==> src/hw/rtl/assert_macros.svh <==
// Assertion macros shared by the RTL files that check themselves.
// No dependencies; pulled in by `include where assertions are written.
`ifndef ASSERT_MACROS_SVH
`define ASSERT_MACROS_SVH

// Same-cycle implication, disabled while reset is asserted.
`define ASSERT_IMPLIES(label, clk, rst_n, ante, cons, msg) \
    label: assert property (@(posedge clk) disable iff (!rst_n) (ante) |-> (cons)) \
        else $error(msg);

// Next-cycle implication, disabled while reset is asserted.
`define ASSERT_NEXT(label, clk, rst_n, ante, cons, msg) \
    label: assert property (@(posedge clk) disable iff (!rst_n) (ante) |=> (cons)) \
        else $error(msg);

`endif

==> src/hw/rtl/ofps_pkg.sv <==
// Shared types and constants of the OLED frame push sequencer.
// No dependencies; used by every module of the block.
package ofps_pkg;

    // Input kinds
    typedef enum logic [2:0] {
        FN_FRAME    = 3'd0,
        FN_INVERT   = 3'd1,
        FN_CONTRAST = 3'd2,
        FN_ORIENT   = 3'd3,
        FN_SUSPEND  = 3'd4,
        FN_RESUME   = 3'd5
    } func_t;

    // Configuration register indexes
    typedef enum logic [2:0] {
        CFG_PAGE_MODE     = 3'd0,
        CFG_SERIAL_BUS    = 3'd1,
        CFG_PANEL_WIDTH   = 3'd2,
        CFG_PANEL_HEIGHT  = 3'd3,
        CFG_COLUMN_OFFSET = 3'd4,
        CFG_FIRST_PAGE    = 3'd5
    } cfg_idx_t;

    typedef enum logic [1:0] {
        JOB_CMD    = 2'd0,
        JOB_FRAME  = 2'd1,
        JOB_REJECT = 2'd2
    } job_kind_t;

    typedef enum logic [1:0] {
        PRE_NONE  = 2'd0,
        PRE_HORIZ = 2'd1,
        PRE_PAGE  = 2'd2
    } pre_t;

    // Controller opcodes and bus constants
    localparam logic [7:0] CMD_PAGE_RANGE = 8'h22;
    localparam logic [7:0] CMD_COL_RANGE  = 8'h21;
    localparam logic [7:0] CMD_PAGE_START = 8'hB0;
    localparam logic [7:0] CMD_COL_HIGH   = 8'h10;
    localparam logic [7:0] CMD_INVERT_ON  = 8'hA7;
    localparam logic [7:0] CMD_INVERT_OFF = 8'hA6;
    localparam logic [7:0] CMD_CONTRAST   = 8'h81;
    localparam logic [7:0] CMD_SEG_REMAP  = 8'hA0;
    localparam logic [7:0] CMD_COM_INC    = 8'hC0;
    localparam logic [7:0] CMD_COM_DEC    = 8'hC8;
    localparam logic [7:0] CMD_DISP_OFF   = 8'hAE;
    localparam logic [7:0] CMD_DISP_ON    = 8'hAF;
    localparam logic [7:0] PREFIX_CMD     = 8'h00;
    localparam logic [7:0] PREFIX_DATA    = 8'h40;
    localparam logic [7:0] NIBBLE_MASK    = 8'h0F;
    localparam logic [7:0] NARROW_SHIFT   = 8'h20;
    localparam logic [8:0] NARROW_WIDTH   = 9'd64;

    localparam int PAGE_W      = 3;  // page position, up to 8 pages
    localparam int WIDTH_W     = 9;  // effective width, up to 256 columns
    localparam int NPAGE_W     = 4;  // effective page count, 1..8
    localparam int QUEUE_DEPTH = 4;
    localparam int QPTR_W      = 2;
    localparam int STEP_W      = 3;  // command index within a job, up to 6

    typedef struct packed {
        logic       page_mode;
        logic       serial_bus;
        logic [7:0] panel_width;
        logic [6:0] panel_height;
        logic [7:0] column_offset;
        logic [7:0] first_page;
    } cfg_t;

    typedef struct packed {
        logic [WIDTH_W-1:0] width;
        logic [NPAGE_W-1:0] pages;
        logic [7:0]         col_start;
        logic [7:0]         col_end;
        logic [7:0]         last_page;
    } geom_t;

    // One classified request, handed from the front to the back
    typedef struct packed {
        job_kind_t         kind;
        pre_t              pre;
        logic [PAGE_W-1:0] page_idx;
        logic              open;    // data transaction opens with this byte
        logic              close;   // data byte closes its transaction
        logic              two;     // command request sends two commands
        logic [7:0]        byte0;   // frame byte or first command
        logic [7:0]        byte1;   // second command
    } job_t;

    typedef struct packed {
        logic [7:0] bus_byte;
        logic       is_data;
        logic       is_prefix;
        logic       txn_end;
        logic       last;
        logic       status;
    } out_t;

endpackage

==> src/hw/rtl/ofps_queue.sv <==
// Short job queue between the front and the back of the sequencer.
// Depends on ofps_pkg (job_t, depth constants).
module ofps_queue (
    input  logic            clk,
    input  logic            rst_n,
    input  logic            push,
    input  ofps_pkg::job_t  push_job,
    input  logic            pop,
    output ofps_pkg::job_t  head,
    output logic            not_empty,
    output logic            full
);

    ofps_pkg::job_t                  mem_reg [ofps_pkg::QUEUE_DEPTH];
    logic [ofps_pkg::QPTR_W-1:0]     wr_reg;
    logic [ofps_pkg::QPTR_W-1:0]     rd_reg;
    logic [ofps_pkg::QPTR_W:0]       cnt_reg;
    logic [ofps_pkg::QPTR_W:0]       cnt_next;

    assign head      = mem_reg[rd_reg];
    assign not_empty = (cnt_reg != '0);
    assign full      = (cnt_reg == (ofps_pkg::QPTR_W + 1)'(ofps_pkg::QUEUE_DEPTH));

    always_comb
    begin
        cnt_next = cnt_reg;
        if (push && !pop)
        begin
            cnt_next = cnt_reg + 1'b1;
        end
        else if (pop && !push)
        begin
            cnt_next = cnt_reg - 1'b1;
        end
    end

    always_ff @(posedge clk)
    begin
        if (push)
        begin
            mem_reg[wr_reg] <= push_job;
        end
    end

    always_ff @(posedge clk or negedge rst_n)
    begin
        if (!rst_n)
        begin
            wr_reg  <= '0;
            rd_reg  <= '0;
            cnt_reg <= '0;
        end
        else
        begin
            if (push)
            begin
                wr_reg <= wr_reg + 1'b1;
            end
            if (pop)
            begin
                rd_reg <= rd_reg + 1'b1;
            end
            cnt_reg <= cnt_next;
        end
    end

endmodule

==> src/hw/rtl/ofps_front.sv <==
// Front end: accepts requests, tracks frame position, builds jobs for the queue.
// Depends on ofps_pkg (func_t, job_t, cfg_t, geom_t).
module ofps_front #(
    parameter int MAX_COLUMNS = 128,
    parameter int CHUNK_BYTES = 16
) (
    input  logic            clk,
    input  logic            rst_n,
    input  logic            s_axis_tvalid,
    output logic            s_axis_tready,
    input  logic [7:0]      s_axis_tdata,   // [7:0] value
    input  logic [2:0]      s_axis_tuser,   // [2:0] func
    input  logic            restart,
    input  ofps_pkg::cfg_t  cfg,
    input  ofps_pkg::geom_t geom,
    input  logic            q_full,
    output logic            push,
    output ofps_pkg::job_t  job
);

    localparam int COL_W = $clog2(MAX_COLUMNS);
    localparam int CHK_W = $clog2(CHUNK_BYTES + 1);

    logic [COL_W-1:0]            col_reg, col_next;
    logic [ofps_pkg::PAGE_W-1:0] pg_reg, pg_next;
    logic [CHK_W-1:0]            chk_reg, chk_next;
    logic                        open_reg, open_next;
    logic                        susp_reg, susp_next;

    logic [ofps_pkg::WIDTH_W-1:0] col_inc;
    logic [ofps_pkg::PAGE_W:0]    pg_inc;
    logic [CHK_W-1:0]             chk_inc;
    logic                         close;
    logic                         want;
    logic                         accept;
    logic [7:0]                   value;

    assign value         = s_axis_tdata;
    assign s_axis_tready = !q_full;
    assign accept        = s_axis_tvalid && !q_full;
    assign push          = accept && want;

    always_comb
    begin
        col_inc = ofps_pkg::WIDTH_W'(col_reg) + ofps_pkg::WIDTH_W'(1);
        pg_inc  = {1'b0, pg_reg} + (ofps_pkg::PAGE_W + 1)'(1);
        chk_inc = (open_reg ? chk_reg : '0) + CHK_W'(1);
        close   = 1'b0;
        want    = 1'b0;

        col_next  = col_reg;
        pg_next   = pg_reg;
        chk_next  = chk_reg;
        open_next = open_reg;
        susp_next = susp_reg;

        job          = '0;
        job.kind     = ofps_pkg::JOB_CMD;
        job.pre      = ofps_pkg::PRE_NONE;
        job.page_idx = pg_reg;
        job.open     = !open_reg;
        job.byte0    = value;
        job.byte1    = value;

        case (ofps_pkg::func_t'(s_axis_tuser))
            ofps_pkg::FN_FRAME:
            begin
                want = 1'b1;
                if (susp_reg)
                begin
                    job.kind = ofps_pkg::JOB_REJECT;
                end
                else
                begin
                    job.kind = ofps_pkg::JOB_FRAME;
                    if (col_reg == '0)
                    begin
                        if (cfg.page_mode)
                        begin
                            job.pre = ofps_pkg::PRE_PAGE;
                        end
                        else if (pg_reg == '0)
                        begin
                            job.pre = ofps_pkg::PRE_HORIZ;
                        end
                    end
                    close     = (chk_inc >= CHK_W'(CHUNK_BYTES));
                    col_next  = col_inc[COL_W-1:0];
                    open_next = 1'b1;
                    chk_next  = chk_inc;
                    if (col_inc >= geom.width)
                    begin
                        // end of a page row
                        col_next = '0;
                        if (cfg.page_mode)
                        begin
                            close = 1'b1;
                        end
                        if (pg_inc >= geom.pages)
                        begin
                            pg_next = '0;
                            close   = 1'b1;
                        end
                        else
                        begin
                            pg_next = pg_inc[ofps_pkg::PAGE_W-1:0];
                        end
                    end
                    if (close)
                    begin
                        open_next = 1'b0;
                        chk_next  = '0;
                    end
                    job.close = close;
                end
            end
            ofps_pkg::FN_INVERT:
            begin
                want      = 1'b1;
                open_next = 1'b0;
                chk_next  = '0;
                job.byte0 = value[0] ? ofps_pkg::CMD_INVERT_ON : ofps_pkg::CMD_INVERT_OFF;
            end
            ofps_pkg::FN_CONTRAST:
            begin
                want      = 1'b1;
                open_next = 1'b0;
                chk_next  = '0;
                job.two   = 1'b1;
                job.byte0 = ofps_pkg::CMD_CONTRAST;
                job.byte1 = value;
            end
            ofps_pkg::FN_ORIENT:
            begin
                want      = 1'b1;
                open_next = 1'b0;
                chk_next  = '0;
                job.two   = 1'b1;
                job.byte0 = ofps_pkg::CMD_SEG_REMAP | {7'd0, !value[0]};
                job.byte1 = value[0] ? ofps_pkg::CMD_COM_INC : ofps_pkg::CMD_COM_DEC;
            end
            ofps_pkg::FN_SUSPEND:
            begin
                want      = 1'b1;
                open_next = 1'b0;
                chk_next  = '0;
                susp_next = 1'b1;
                job.byte0 = ofps_pkg::CMD_DISP_OFF;
            end
            ofps_pkg::FN_RESUME:
            begin
                want      = 1'b1;
                open_next = 1'b0;
                chk_next  = '0;
                susp_next = 1'b0;
                job.byte0 = ofps_pkg::CMD_DISP_ON;
            end
            default:
            begin
                want = 1'b0;  // undefined kinds are dropped
            end
        endcase
    end

    always_ff @(posedge clk or negedge rst_n)
    begin
        if (!rst_n)
        begin
            col_reg  <= '0;
            pg_reg   <= '0;
            chk_reg  <= '0;
            open_reg <= 1'b0;
            susp_reg <= 1'b0;
        end
        else if (restart)
        begin
            col_reg  <= '0;
            pg_reg   <= '0;
            chk_reg  <= '0;
            open_reg <= 1'b0;
        end
        else if (accept)
        begin
            col_reg  <= col_next;
            pg_reg   <= pg_next;
            chk_reg  <= chk_next;
            open_reg <= open_next;
            susp_reg <= susp_next;
        end
    end

endmodule

==> src/hw/rtl/ofps_back.sv <==
// Back end: expands queued jobs into registered bus bytes, one per unstalled cycle.
// Depends on ofps_pkg (job_t, cfg_t, geom_t, out_t, opcodes).
module ofps_back (
    input  logic            clk,
    input  logic            rst_n,
    input  ofps_pkg::cfg_t  cfg,
    input  ofps_pkg::geom_t geom,
    input  ofps_pkg::job_t  job,
    input  logic            job_valid,
    output logic            pop,
    output logic            m_axis_tvalid,
    input  logic            m_axis_tready,
    output logic [15:0]     m_axis_tdata,   // [7:0] bus_byte, [8] is_data,
                                            // [9] is_prefix, [10] txn_end
    output logic            m_axis_tlast,
    output logic            m_axis_tuser    // [0] status
);

    logic [ofps_pkg::STEP_W-1:0] idx_reg, idx_next;
    logic                        sub_reg, sub_next;
    logic                        out_valid_reg;
    ofps_pkg::out_t              out_reg;

    logic [ofps_pkg::STEP_W-1:0] ncmd;
    logic [7:0]                  cmd_byte;
    logic [ofps_pkg::PAGE_W-1:0] page_num;
    ofps_pkg::out_t              step_out;
    logic                        done;
    logic                        advance;

    assign advance  = job_valid && (!out_valid_reg || m_axis_tready);
    assign pop      = advance && done;
    assign page_num = cfg.first_page[ofps_pkg::PAGE_W-1:0] + job.page_idx;

    // Command list of the job at the head of the queue
    always_comb
    begin
        ncmd     = '0;
        cmd_byte = job.byte0;
        case (job.kind)
            ofps_pkg::JOB_CMD:
            begin
                ncmd     = job.two ? ofps_pkg::STEP_W'(2) : ofps_pkg::STEP_W'(1);
                cmd_byte = (idx_reg == '0) ? job.byte0 : job.byte1;
            end
            ofps_pkg::JOB_FRAME:
            begin
                case (job.pre)
                    ofps_pkg::PRE_HORIZ:
                    begin
                        ncmd = ofps_pkg::STEP_W'(6);
                        case (idx_reg)
                            3'd0:    cmd_byte = ofps_pkg::CMD_PAGE_RANGE;
                            3'd1:    cmd_byte = cfg.first_page;
                            3'd2:    cmd_byte = geom.last_page;
                            3'd3:    cmd_byte = ofps_pkg::CMD_COL_RANGE;
                            3'd4:    cmd_byte = geom.col_start;
                            default: cmd_byte = geom.col_end;
                        endcase
                    end
                    ofps_pkg::PRE_PAGE:
                    begin
                        ncmd = ofps_pkg::STEP_W'(3);
                        case (idx_reg)
                            3'd0:    cmd_byte = cfg.column_offset & ofps_pkg::NIBBLE_MASK;
                            3'd1:    cmd_byte = ofps_pkg::CMD_COL_HIGH
                                                | {4'd0, cfg.column_offset[7:4]};
                            default: cmd_byte = ofps_pkg::CMD_PAGE_START
                                                | {5'd0, page_num};
                        endcase
                    end
                    default: ncmd = '0;
                endcase
            end
            default: ncmd = '0;
        endcase
    end

    // One bus byte per step
    always_comb
    begin
        step_out = '0;
        done     = 1'b0;
        idx_next = idx_reg;
        sub_next = sub_reg;
        if (job.kind == ofps_pkg::JOB_REJECT)
        begin
            step_out.status = 1'b1;
            step_out.last   = 1'b1;
            done            = 1'b1;
        end
        else if (idx_reg < ncmd)
        begin
            if (!cfg.serial_bus && !sub_reg)
            begin
                step_out.bus_byte  = ofps_pkg::PREFIX_CMD;
                step_out.is_prefix = 1'b1;
                sub_next           = 1'b1;
            end
            else
            begin
                step_out.bus_byte = cmd_byte;
                step_out.txn_end  = 1'b1;
                sub_next          = 1'b0;
                idx_next          = idx_reg + 1'b1;
                if (job.kind == ofps_pkg::JOB_CMD && idx_reg == ncmd - 1'b1)
                begin
                    step_out.last = 1'b1;
                    done          = 1'b1;
                end
            end
        end
        else
        begin
            if (!cfg.serial_bus && job.open && !sub_reg)
            begin
                step_out.bus_byte  = ofps_pkg::PREFIX_DATA;
                step_out.is_data   = 1'b1;
                step_out.is_prefix = 1'b1;
                sub_next           = 1'b1;
            end
            else
            begin
                step_out.bus_byte = job.byte0;
                step_out.is_data  = 1'b1;
                step_out.txn_end  = job.close;
                step_out.last     = 1'b1;
                done              = 1'b1;
            end
        end
        if (done)
        begin
            idx_next = '0;
            sub_next = 1'b0;
        end
    end

    always_ff @(posedge clk)
    begin
        if (advance)
        begin
            out_reg <= step_out;
        end
    end

    always_ff @(posedge clk or negedge rst_n)
    begin
        if (!rst_n)
        begin
            idx_reg       <= '0;
            sub_reg       <= 1'b0;
            out_valid_reg <= 1'b0;
        end
        else
        begin
            if (advance)
            begin
                idx_reg       <= idx_next;
                sub_reg       <= sub_next;
                out_valid_reg <= 1'b1;
            end
            else if (m_axis_tready)
            begin
                out_valid_reg <= 1'b0;
            end
        end
    end

    assign m_axis_tvalid = out_valid_reg;
    assign m_axis_tdata  = {5'd0, out_reg.txn_end, out_reg.is_prefix,
                            out_reg.is_data, out_reg.bus_byte};
    assign m_axis_tlast  = out_reg.last;
    assign m_axis_tuser  = out_reg.status;

endmodule

==> src/hw/rtl/oled_frame_push_sequencer.sv <==
// Top level of the OLED frame push sequencer: config registers, geometry, front, queue, back.
// Depends on ofps_pkg, ofps_front, ofps_queue, ofps_back and assert_macros.svh.
//
//   channel   dir  handshake               payload
//   s_axis    in   s_axis_tvalid/tready    tdata[7:0] value, tuser[2:0] func
//   m_axis    out  m_axis_tvalid/tready    tdata bus byte + flags, tlast, tuser status
//   cfg       in   cfg_valid/cfg_ready     cfg_index[2:0], cfg_data[7:0]
//
// A request is taken whenever the job queue has room; the front
// classifies it and updates the frame position in the cycle it is taken.
// The back emits one bus byte per cycle while m_axis_tready is high, so the
// output port sets the sustained rate and the 4-entry queue absorbs bursts.
// A frame byte in an open transaction goes out alone, a transaction start
// adds a data prefix, a frame start first sends its addressing commands and
// a command request one or two commands; only a non-serial bus gets prefixes.
// Reset (rst_n low, async) clears position, suspend flag, queue and
// restores the register defaults. No clearing pass is needed.
`include "assert_macros.svh"

module oled_frame_push_sequencer #(
    parameter int MAX_COLUMNS = 128,
    parameter int MAX_PAGES   = 8,
    parameter int CHUNK_BYTES = 16
) (
    input  logic        clk,
    input  logic        rst_n,
    // request stream
    input  logic        s_axis_tvalid,
    output logic        s_axis_tready,
    input  logic [7:0]  s_axis_tdata,   // [7:0] value
    input  logic [2:0]  s_axis_tuser,   // [2:0] func
    // bus byte stream
    output logic        m_axis_tvalid,
    input  logic        m_axis_tready,
    output logic [15:0] m_axis_tdata,   // [7:0] bus_byte, [8] is_data,
                                        // [9] is_prefix, [10] txn_end, rest zero
    output logic        m_axis_tlast,   // last byte of a request
    output logic        m_axis_tuser,   // [0] status (rejected frame byte)
    // register writes
    input  logic        cfg_valid,
    output logic        cfg_ready,
    input  logic [2:0]  cfg_index,
    input  logic [7:0]  cfg_data
);

    localparam logic [ofps_pkg::WIDTH_W-1:0] MaxCols  = ofps_pkg::WIDTH_W'(MAX_COLUMNS);
    localparam logic [ofps_pkg::NPAGE_W:0]   MaxPages = (ofps_pkg::NPAGE_W + 1)'(MAX_PAGES);

    ofps_pkg::cfg_t  cfg_reg;
    ofps_pkg::geom_t geom;
    ofps_pkg::job_t  push_job;
    ofps_pkg::job_t  head_job;
    logic            restart;
    logic            push;
    logic            pop;
    logic            q_full;
    logic            q_not_empty;

    logic [ofps_pkg::WIDTH_W-1:0] width_eff;
    logic [ofps_pkg::NPAGE_W:0]   pages_raw;
    logic [ofps_pkg::NPAGE_W:0]   pages_eff;
    logic [7:0]                   col_start;

    // Register port never stalls; the user must write only while the block is idle (not enforced here).
    assign cfg_ready = 1'b1;

    // Any write to a defined register restarts the frame.
    always_comb
    begin
        unique case (ofps_pkg::cfg_idx_t'(cfg_index))
            ofps_pkg::CFG_PAGE_MODE, ofps_pkg::CFG_SERIAL_BUS,
            ofps_pkg::CFG_PANEL_WIDTH, ofps_pkg::CFG_PANEL_HEIGHT,
            ofps_pkg::CFG_COLUMN_OFFSET, ofps_pkg::CFG_FIRST_PAGE:
                restart = cfg_valid;
            default:
                restart = 1'b0;
        endcase
    end

    always_ff @(posedge clk or negedge rst_n)
    begin
        if (!rst_n)
        begin
            cfg_reg.page_mode     <= 1'b0;
            cfg_reg.serial_bus    <= 1'b0;
            cfg_reg.panel_width   <= 8'd128;
            cfg_reg.panel_height  <= 7'd64;
            cfg_reg.column_offset <= 8'd0;
            cfg_reg.first_page    <= 8'd0;
        end
        else if (cfg_valid)
        begin
            case (ofps_pkg::cfg_idx_t'(cfg_index))
                ofps_pkg::CFG_PAGE_MODE:     cfg_reg.page_mode     <= cfg_data[0];
                ofps_pkg::CFG_SERIAL_BUS:    cfg_reg.serial_bus    <= cfg_data[0];
                ofps_pkg::CFG_PANEL_WIDTH:   cfg_reg.panel_width   <= cfg_data;
                ofps_pkg::CFG_PANEL_HEIGHT:  cfg_reg.panel_height  <= cfg_data[6:0];
                ofps_pkg::CFG_COLUMN_OFFSET: cfg_reg.column_offset <= cfg_data;
                ofps_pkg::CFG_FIRST_PAGE:    cfg_reg.first_page    <= cfg_data;
                default: ;
            endcase
        end
    end

    // Effective geometry; both halves read it live, so the user must change it only while idle (not enforced here).
    always_comb
    begin
        width_eff = {1'b0, cfg_reg.panel_width};
        if (width_eff == '0)
        begin
            width_eff = ofps_pkg::WIDTH_W'(1);
        end
        if (width_eff > MaxCols)
        begin
            width_eff = MaxCols;
        end

        pages_raw = 5'(({1'b0, cfg_reg.panel_height} + 8'd7) >> 3);
        pages_eff = pages_raw;
        if (pages_eff == '0)
        begin
            pages_eff = (ofps_pkg::NPAGE_W + 1)'(1);
        end
        if (pages_eff > MaxPages)
        begin
            pages_eff = MaxPages;
        end

        // 64-column glass sits in the middle of the 128-column controller
        col_start = cfg_reg.column_offset
                    + ((width_eff == ofps_pkg::NARROW_WIDTH) ? ofps_pkg::NARROW_SHIFT : 8'd0);

        geom.width     = width_eff;
        geom.pages     = pages_eff[ofps_pkg::NPAGE_W-1:0];
        geom.col_start = col_start;
        geom.col_end   = col_start + width_eff[7:0] - 8'd1;
        geom.last_page = cfg_reg.first_page + {4'd0, pages_eff[ofps_pkg::NPAGE_W-1:0]} - 8'd1;
    end

    ofps_front #(
        .MAX_COLUMNS (MAX_COLUMNS),
        .CHUNK_BYTES (CHUNK_BYTES)
    ) u_front (
        .clk           (clk),
        .rst_n         (rst_n),
        .s_axis_tvalid (s_axis_tvalid),
        .s_axis_tready (s_axis_tready),
        .s_axis_tdata  (s_axis_tdata),
        .s_axis_tuser  (s_axis_tuser),
        .restart       (restart),
        .cfg           (cfg_reg),
        .geom          (geom),
        .q_full        (q_full),
        .push          (push),
        .job           (push_job)
    );

    ofps_queue u_queue (
        .clk       (clk),
        .rst_n     (rst_n),
        .push      (push),
        .push_job  (push_job),
        .pop       (pop),
        .head      (head_job),
        .not_empty (q_not_empty),
        .full      (q_full)
    );

    ofps_back u_back (
        .clk           (clk),
        .rst_n         (rst_n),
        .cfg           (cfg_reg),
        .geom          (geom),
        .job           (head_job),
        .job_valid     (q_not_empty),
        .pop           (pop),
        .m_axis_tvalid (m_axis_tvalid),
        .m_axis_tready (m_axis_tready),
        .m_axis_tdata  (m_axis_tdata),
        .m_axis_tlast  (m_axis_tlast),
        .m_axis_tuser  (m_axis_tuser)
    );

    // A rejected frame byte is always a single, final result.
    `ASSERT_IMPLIES(a_reject_is_last, clk, rst_n, m_axis_tvalid && m_axis_tuser, m_axis_tlast, "rejected result not marked last")

    // A control prefix never closes a transaction or a request.
    `ASSERT_IMPLIES(a_prefix_not_end, clk, rst_n, m_axis_tvalid && m_axis_tdata[9], !m_axis_tdata[10] && !m_axis_tlast, "prefix byte marked as an end")

    // Once a prefix is taken, its payload byte follows in the very next cycle.
    `ASSERT_NEXT(a_prefix_followed, clk, rst_n, m_axis_tvalid && m_axis_tready && m_axis_tdata[9], m_axis_tvalid && !m_axis_tdata[9], "prefix not followed by its byte")

endmodule
==> config.mk <==
export PLATFORM = sky130hd
export DESIGN_NAME = oled_frame_push_sequencer
export DESIGN_NICKNAME = d
export VERILOG_FILES = /design/src/hw/rtl/ofps_pkg.sv /design/src/hw/rtl/ofps_queue.sv /design/src/hw/rtl/ofps_front.sv /design/src/hw/rtl/ofps_back.sv /design/src/hw/rtl/oled_frame_push_sequencer.sv
export VERILOG_INCLUDE_DIRS = /design/src /design/src/hw/rtl
export SDC_FILE = /design/constraint.sdc
export NUM_CORES = 1
export LEC_CHECK = 0
export BUFFER_PORTS_ARGS = -buffer_cell sky130_fd_sc_hd__clkbuf_2
export CAP_MARGIN = 20
export CORE_ASPECT_RATIO = 0.7
export CORE_MARGIN = 10
export CORE_UTILIZATION = 30
export CTS_BUF_LIST = sky130_fd_sc_hd__clkbuf_4 sky130_fd_sc_hd__clkbuf_8
export CTS_CLUSTER_DIAMETER = 120
export CTS_CLUSTER_SIZE = 28
export DETAILED_ROUTE_END_ITERATION = 10
export GPL_TIMING_DRIVEN = 1
export SYNTH_ARGS = -nofsm -noshare
export SYNTH_HDL_FRONTEND = slang
export SYNTH_SLANG_ARGS = --single-unit
==> constraint.sdc <==
create_clock -name clk -period 4.2 [get_ports clk]
set_clock_uncertainty 0.1 [all_clocks]
set_input_delay 0.21 -clock clk [delete_from_list [all_inputs] [get_ports clk]]
set_output_delay 0.21 -clock clk [all_outputs]
set_load 0.1 [all_outputs]
==> summary.txt, run 1 <==
# DRC: 0
Largest family of logic cells by synthesized area: multiplexers
Status: completed
Pwr/cell area: 732 nW/um^2
Critical-path maximum fanout: 7
H-tree level count: 4
Dpl cell area: 10600 um^2
Die area: 40400 um^2
Layout area overhead: 13.4%
Relative max-transition margin: 0.457
LEAKAGE: 0.00440 uW
RSZ-0062 raised after global routing: no
Wire per inst: 17.9 um
Tightest Pin Transition: 0.812 ns
GP Congestion: 0.893
Share of layout cells above drive strength 1: 0.195
Yosys warns: 0
First-pass GRT wire length: 37300 um
Worst endpoint required time: 4.51 ns
Flops & latches, synth: 179
Largest area contributor in the synthesized netlist: edfxtp_1
Largest register FFs: 104
Synth area leaders: edfxtp_1 36%, dfrtp_1 15%, ha_1 7.8%, mux4_2 4.8%, mux2_2 3.7%
Top Ports: 48
CP Class: register to register
Final critical-path share of the clock period: 0.944
Avg Cell Area, Syn: 12.3 um^2
DRT Pass-1 Iters: 5
Final-report hold violation count: 0
CTS tree: built
Nets: 958
Critical Path Start Type: register
Core Footprint: 32300 um^2
Maximum vdd drop: 360 uV
Clk_lat worst skew: 0.49 ns
Row count: 55
Post-synthesis cell area: 9790 um^2
Maximum clock frequency: 252 MHz
Total GRT Usage: 0.118
Worst hold slack: 0.0252 ns
Final HPWL from detailed placement: 17700 um
Die Wd: 236 um
Async S/R FF share, synth: 0.346
Top FF cell, synth: edfxtp_1
Post-synthesis instance total: 796
Post-synthesis compound-gate area fraction: 0.100
Global route overflow: 0
Xor/xnor share of the synthesized area: 0.0268
Die Ht: 171 um
ANT nets after route: 0
DR vias: 6430
Initial antenna violation count: 0
Post-synth EDFFs: 117
Port-buffer cells: 41
FILL cells: 3148
Post-route cell area: 11100 um^2
Adder-cell share of the synthesized area: 0.0862
Largest net degree at the start of global routing: 33
TritonCTS Sinks: 179
Yosys cell types: 74
Max Slew Vio Count: 0
Number of vias per cell: 4.92
TritonCTS Buffers: 17
Mux cell area share after synthesis: 0.115
Detailed Route WL: 23400 um
Post-Synth Simple-Gate Area: 0.112
Max_cap viols: 0
Final worst path period need: 3.96 ns
CP Capture Type: register
Reg clk slew, reported paths: 0.10 ns
Initial Utilization: 0.303
Initial drt markers: 547
Final setup viols: 0
Post-synth top area share: 0.359
Diode count: 0
Crit path DAT: 4.28 ns
Clk buf depth: 2
HP Class: primary input to register
Root buf cell: clkbuf_8
Vias in the first global route: 6400
Post-synthesis sequential area ratio: 0.518
-- cell usage in the layout, fill, tap and decap left out, drive strengths merged, types with 23 or more instances in the layout --
master | synthesis | routed
o21ai | 23 | 23
nor2 | 33 | 33
inv | 62 | 67
mux4 | 26 | 26
dfrtp | 60 | 60
nand2 | 66 | 66
a21oi | 29 | 29
edfxtp | 117 | 117
ha | 61 | 61
mux2 | 32 | 32
clkbuf | 11 | 59
-- power by group --
group / total [uW] / switching (uW) / internal (uW) / leakage (uW)
Clock: 1170 / 674 / 492 / 0.000189
Combinational: 4360 / 2690 / 1660 / 0.00236
Sequential: 2600 / 255 / 2350 / 0.00185
-- per-layer routing --
layer	routed length (um)	global-route usage	part of all wire	up-vias
met4	252	0.0270	0.011	0
met2	9780	0.169	0.42	144
met1	12300	0.174	0.53	3189
met3	1080	0.0282	0.046	18
li1	-	-	-	3079
met5	0	0	0	-
-- synth_stat cells (6+ instances only) --
| library cell | instances |
|---|---|
| ha_1 | 61 |
| nand4_1 | 6 |
| mux2_2 | 32 |
| dfrtp_1 | 60 |
| o21bai_1 | 6 |
| nor2_1 | 33 |
| inv_1 | 62 |
| nand3_1 | 21 |
| and2_1 | 15 |
| buf_4 | 8 |
| mux4_2 | 21 |
| o21a_1 | 6 |
| a21o_1 | 6 |
| xor2_1 | 10 |
| edfxtp_1 | 117 |
| o31ai_1 | 7 |
| a221oi_1 | 6 |
| and3_1 | 6 |
| nor3_1 | 14 |
| nand2b_1 | 13 |
| nor2b_1 | 13 |
| o211ai_1 | 6 |
| clkbuf_1 | 11 |
| o21ai_0 | 23 |
| nand2_1 | 66 |
| xnor2_1 | 20 |
| mux2i_1 | 16 |
| buf_2 | 6 |
| a21oi_1 | 28 |
-- area by class of cell --
type	count	area, um^2	share of cell area
clock buffer	19	249	0.0224
clock inverter	13	125	0.0113
inverter	63	236	0.0213
multi-input combinational	528	4370	0.394
sequential	179	5070	0.457
tap	427	534	0.0481
timing repair buffer	77	517	0.0466
-- timing repair --
item	CTS	global route
hold endpoints to repair	80	0
setup endpoints to repair	0	2
gates resized for setup	0	3
hold buffers	15	0
setup buffers	0	1
-- per-stage QoR --
step | power (uW) | utilization | TNS [ns] | std cells | setup WS [ns]
after floorplan | 5860 | - | -0.0123 | 800 | -0.0123
after global placement | 6900 | 0.327 | 0 | 1258 | 0.271
after detailed placement | 6950 | 0.327 | 0 | 1258 | 0.188
after CTS | 8140 | 0.343 | 0 | 1305 | 0.132
after global routing | 8700 | 0.344 | 0 | 1306 | 0.000755
final | 8120 | 0.344 | 0 | 1306 | 0.235
-- worst max-delay path, stage by stage, from the launching register on --
cell      delay [ns]
dfrtp_2         0.48
mux4_2          0.58
inv_2           0.11
ha_4            0.21
nor2_4          0.13
o21bai_1        0.12
ha_1            0.28
nor2b_1         0.13
o21a_1          0.24
o21bai_2        0.19
nand2_1         0.14
nand2_2         0.13
ha_2            0.19
inv_1           0.06
fa_2            0.33
xor2_1          0.16
nor2_1          0.14
xor2_1          0.17
-- kinds of logic after synthesis --
logic type      after synthesis
fa+ha+maj                    65
compound gates              139
flops                       179
mux                          74
buf+inv                      93
other cells                   2
xor+xnor                     30
simple gates                214
-- final timing paths --
check,start,to,slack [ns],depth (start not counted)
min in group asynchronous,rst_n,u_front.susp_reg,0.23,2
hold reg to reg,u_queue.cnt_reg[2],u_queue.cnt_reg[2],0.40,1
hold / removal,cfg_index[2],cfg_reg[32],0.03,3
setup / recovery,u_queue.rd_reg[0],u_queue.cnt_reg[2],0.24,17
setup reg to reg,u_queue.rd_reg[0],u_queue.cnt_reg[2],0.24,17
max in group asynchronous,rst_n,cfg_reg[22],2.80,3
Note: power is estimated with default switching activity, not from simulation.
==> run 2: changes to the inputs <==
CORE_UTILIZATION = 50   (was 30)
PLACE_DENSITY = 0.7   (was not set)
==> run 2 against run 1 <==
Sequential power about the same. Critical path type unchanged. Utilization increased by 22 points. Sequential share of layout area increased by 1.1 points. First-iteration DRC count decreased by 13%.
==> summary.txt, run 2 (synthesized netlist as in run 1, its figures left out) <==
Nets: 950 (-0.84%)
Final worst slack: 0.216 ns (-0.0193 ns)
First-pass GRT wire length: 35000 um (-6.2%)
Wire per inst: 19.2 um (+7.0%)
Pwr/cell area: 741 nW/um^2 (+1.3%)
CP Capture Type: register
Max Slew Vio Count: 0 (unchanged)
Reg clk slew, reported paths: 0.10 ns (about the same)
LEAKAGE: 0.00437 uW (-0.79%)
Worst path bufs/invs: 2 (unchanged)
Global route overflow: 0 (unchanged)
Largest register FFs: 104 (unchanged)
Diode count: 0 (unchanged)
Critical Path Start Type: register
Pre-CTS WS: 0.194 ns (+0.00625 ns)
Final worst path period need: 3.98 ns (+0.0193 ns)
Critical Path, Cell by Cell: buf_12 > mux4_4 > nor2b_1 > o21bai_2 > ha_1 > nor2b_1 > o21a_1 > o21bai_1 > nand2_1 > nand2_1 > ha_2 > inv_1 > fa_2 > xor2_1 > nor2_1 > xor2_1
HP Class: primary input to register
Delay of the slowest critical-path stage: 0.65 ns (+0.07 ns)
Top Ports: 48 (unchanged)
Pwr Total: 8030 uW (-1.1%)
Clk buf depth: 2 (unchanged)
H-tree level count: 4 (unchanged)
Tightest Pin Transition: 0.870 ns (+0.0578 ns)
Vias in the first global route: 6250 (-2.3%)
TritonCTS Buffers: 17 (unchanged)
ANT nets after route: 0 (unchanged)
Initial drt markers: 475 (-13%)
Die Ht: 137 um (-20%)
Die Wd: 187 um (-21%)
Most frequent cells in the layout: 117 x edfxtp_1, 66 x nand2_1, 61 x inv_1
Final HPWL from detailed placement: 16200 um (-8.6%)
Final-report hold violation count: 0 (unchanged)
Post-route cell area: 10800 um^2 (-2.4%)
Crit path DAT: 4.25 ns (-0.03 ns)
Root buf cell: clkbuf_8
Largest delay share family, worst path: adder cells
Total GRT Usage: 0.174 (+0.0560)
DRT Pass-1 Iters: 5 (unchanged)
Row count: 42 (-24%)
Die area: 25700 um^2 (-36%)
Layout area overhead: 10.7%
CP Class: register to register
Initial Utilization: 0.513 (+0.210)
Dpl cell area: 10300 um^2 (-2.1%)
Placed insts: 1091 (-13%)
Status: completed
Maximum vdd drop: 366 uV (+1.6%)
Share of layout cells above drive strength 1: 0.188 (-0.00625)
Worst endpoint required time: 4.47 ns (-0.04 ns)
RSZ-0062 raised after global routing: no
Port-buffer cells: 41 (unchanged)
Max_cap viols: 0 (unchanged)
CTS tree: built
Relative max-transition margin: 0.418 (-0.0387)
Final setup viols: 0 (unchanged)
Initial antenna violation count: 0 (unchanged)
Final critical-path share of the clock period: 0.949 (+0.00458)
Setup TNS: 0 ns (unchanged)
Core Footprint: 19100 um^2 (-41%)
Largest net degree at the start of global routing: 35 (+6.1%)
Number of vias per cell: 5.65 (+15%)
Maximum clock frequency: 251 MHz (-0.48%)
GP Congestion: 0.897 (+0.47%)
Critical-path maximum fanout: 16 (+9)
Critical path's slowest cell: mux4_4
TritonCTS Sinks: 179 (unchanged)
FILL cells: 1602 (-49%)
# DRC: 0 (unchanged)
Fin cells: 1135 (-13%)
Post-CTS Setup Inserts: 0 (unchanged)
Clk_lat worst skew: 0.47 ns (-0.02 ns)
Commonest non-fill, non-tap cell in the layout: edfxtp_1
Detailed Route WL: 21800 um (-7.0%)
DR vias: 6416 (-0.22%)
==> run 2: changes by cell type in the layout (fill, tap and decap cells not counted), sizes merged <==
cell,previous run,this run
clkbuf,59,57
dlygate4sd3,15,12
clkinv,6,4
buf,22,17
inv,67,71
==> run 2: path summary, 6_finish.rpt <==
kind / cells past startpoint / start / endpoint / slack [ns]
worst max-delay path: 16 / u_queue.rd_reg[0] / u_queue.cnt_reg[2] / 0.22
worst min-delay path: 4 / s_axis_tvalid / u_front.col_reg[1] / 0.03
worst max register to register: 16 / u_queue.rd_reg[0] / u_queue.cnt_reg[2] / 0.22
worst min register to register: 1 / u_queue.cnt_reg[2] / u_queue.cnt_reg[2] / 0.40
max in group asynchronous: 3 / rst_n / u_queue.rd_reg[0] / 2.84
min in group asynchronous: 2 / rst_n / cfg_reg[7] / 0.20
==> run 2: per-stage QoR <==
step / utilization / hold WS [ns]
after detailed placement: 0.542 / 0.190
after global placement: 0.542 / 0.180
final: 0.568 / 0.0295
after global routing: 0.568 / 0.0397
after floorplan: - / -0.186
after CTS: 0.568 / 0.0135
==> run 2: repair_timing <==
item / CTS / global route
resized for setup: 0 / 1
endpoints found under the hold margin: 72 / 0
setup endpoints to repair: 0 / 1
hold buffers: 12 / 0
==> run 2: cell type report <==
| type | instances | area [um^2] | share of cell area |
|---|---|---|---|
| multi-input combinational | 528 | 4370 | 0.403 |
| timing repair buffer | 69 | 458 | 0.0423 |
| inverter | 63 | 236 | 0.0218 |
| sequential | 179 | 5070 | 0.468 |
| clock buffer | 17 | 234 | 0.0216 |
| tap | 264 | 330 | 0.0305 |
| clock inverter | 15 | 144 | 0.0133 |
==> run 2: tightest hold or removal path, stage by stage <==
cell and delay (ns):
clkbuf_2 0.11, nand3_1 0.11, nand2_1 0.09, a21oi_1 0.05
==> run 2: power by group <==
group	internal [uW]	leakage, uW	switching, uW
Clock	487	0.000190	666
Sequential	2350	0.00185	242
Combinational	1640	0.00233	2650
Total	4470	0.00437	3560
==> run 2: per-layer routing <==
| layer | up-vias | part of all wire | global-route usage |
|---|---|---|---|
| li1 | 3060 | - | - |
| met2 | 189 | 0.42 | 0.244 |
| met4 | 0 | 0.0059 | 0.0429 |
| met1 | 3157 | 0.51 | 0.264 |
| met3 | 10 | 0.064 | 0.0404 |
| met5 | - | 0 | 0 |
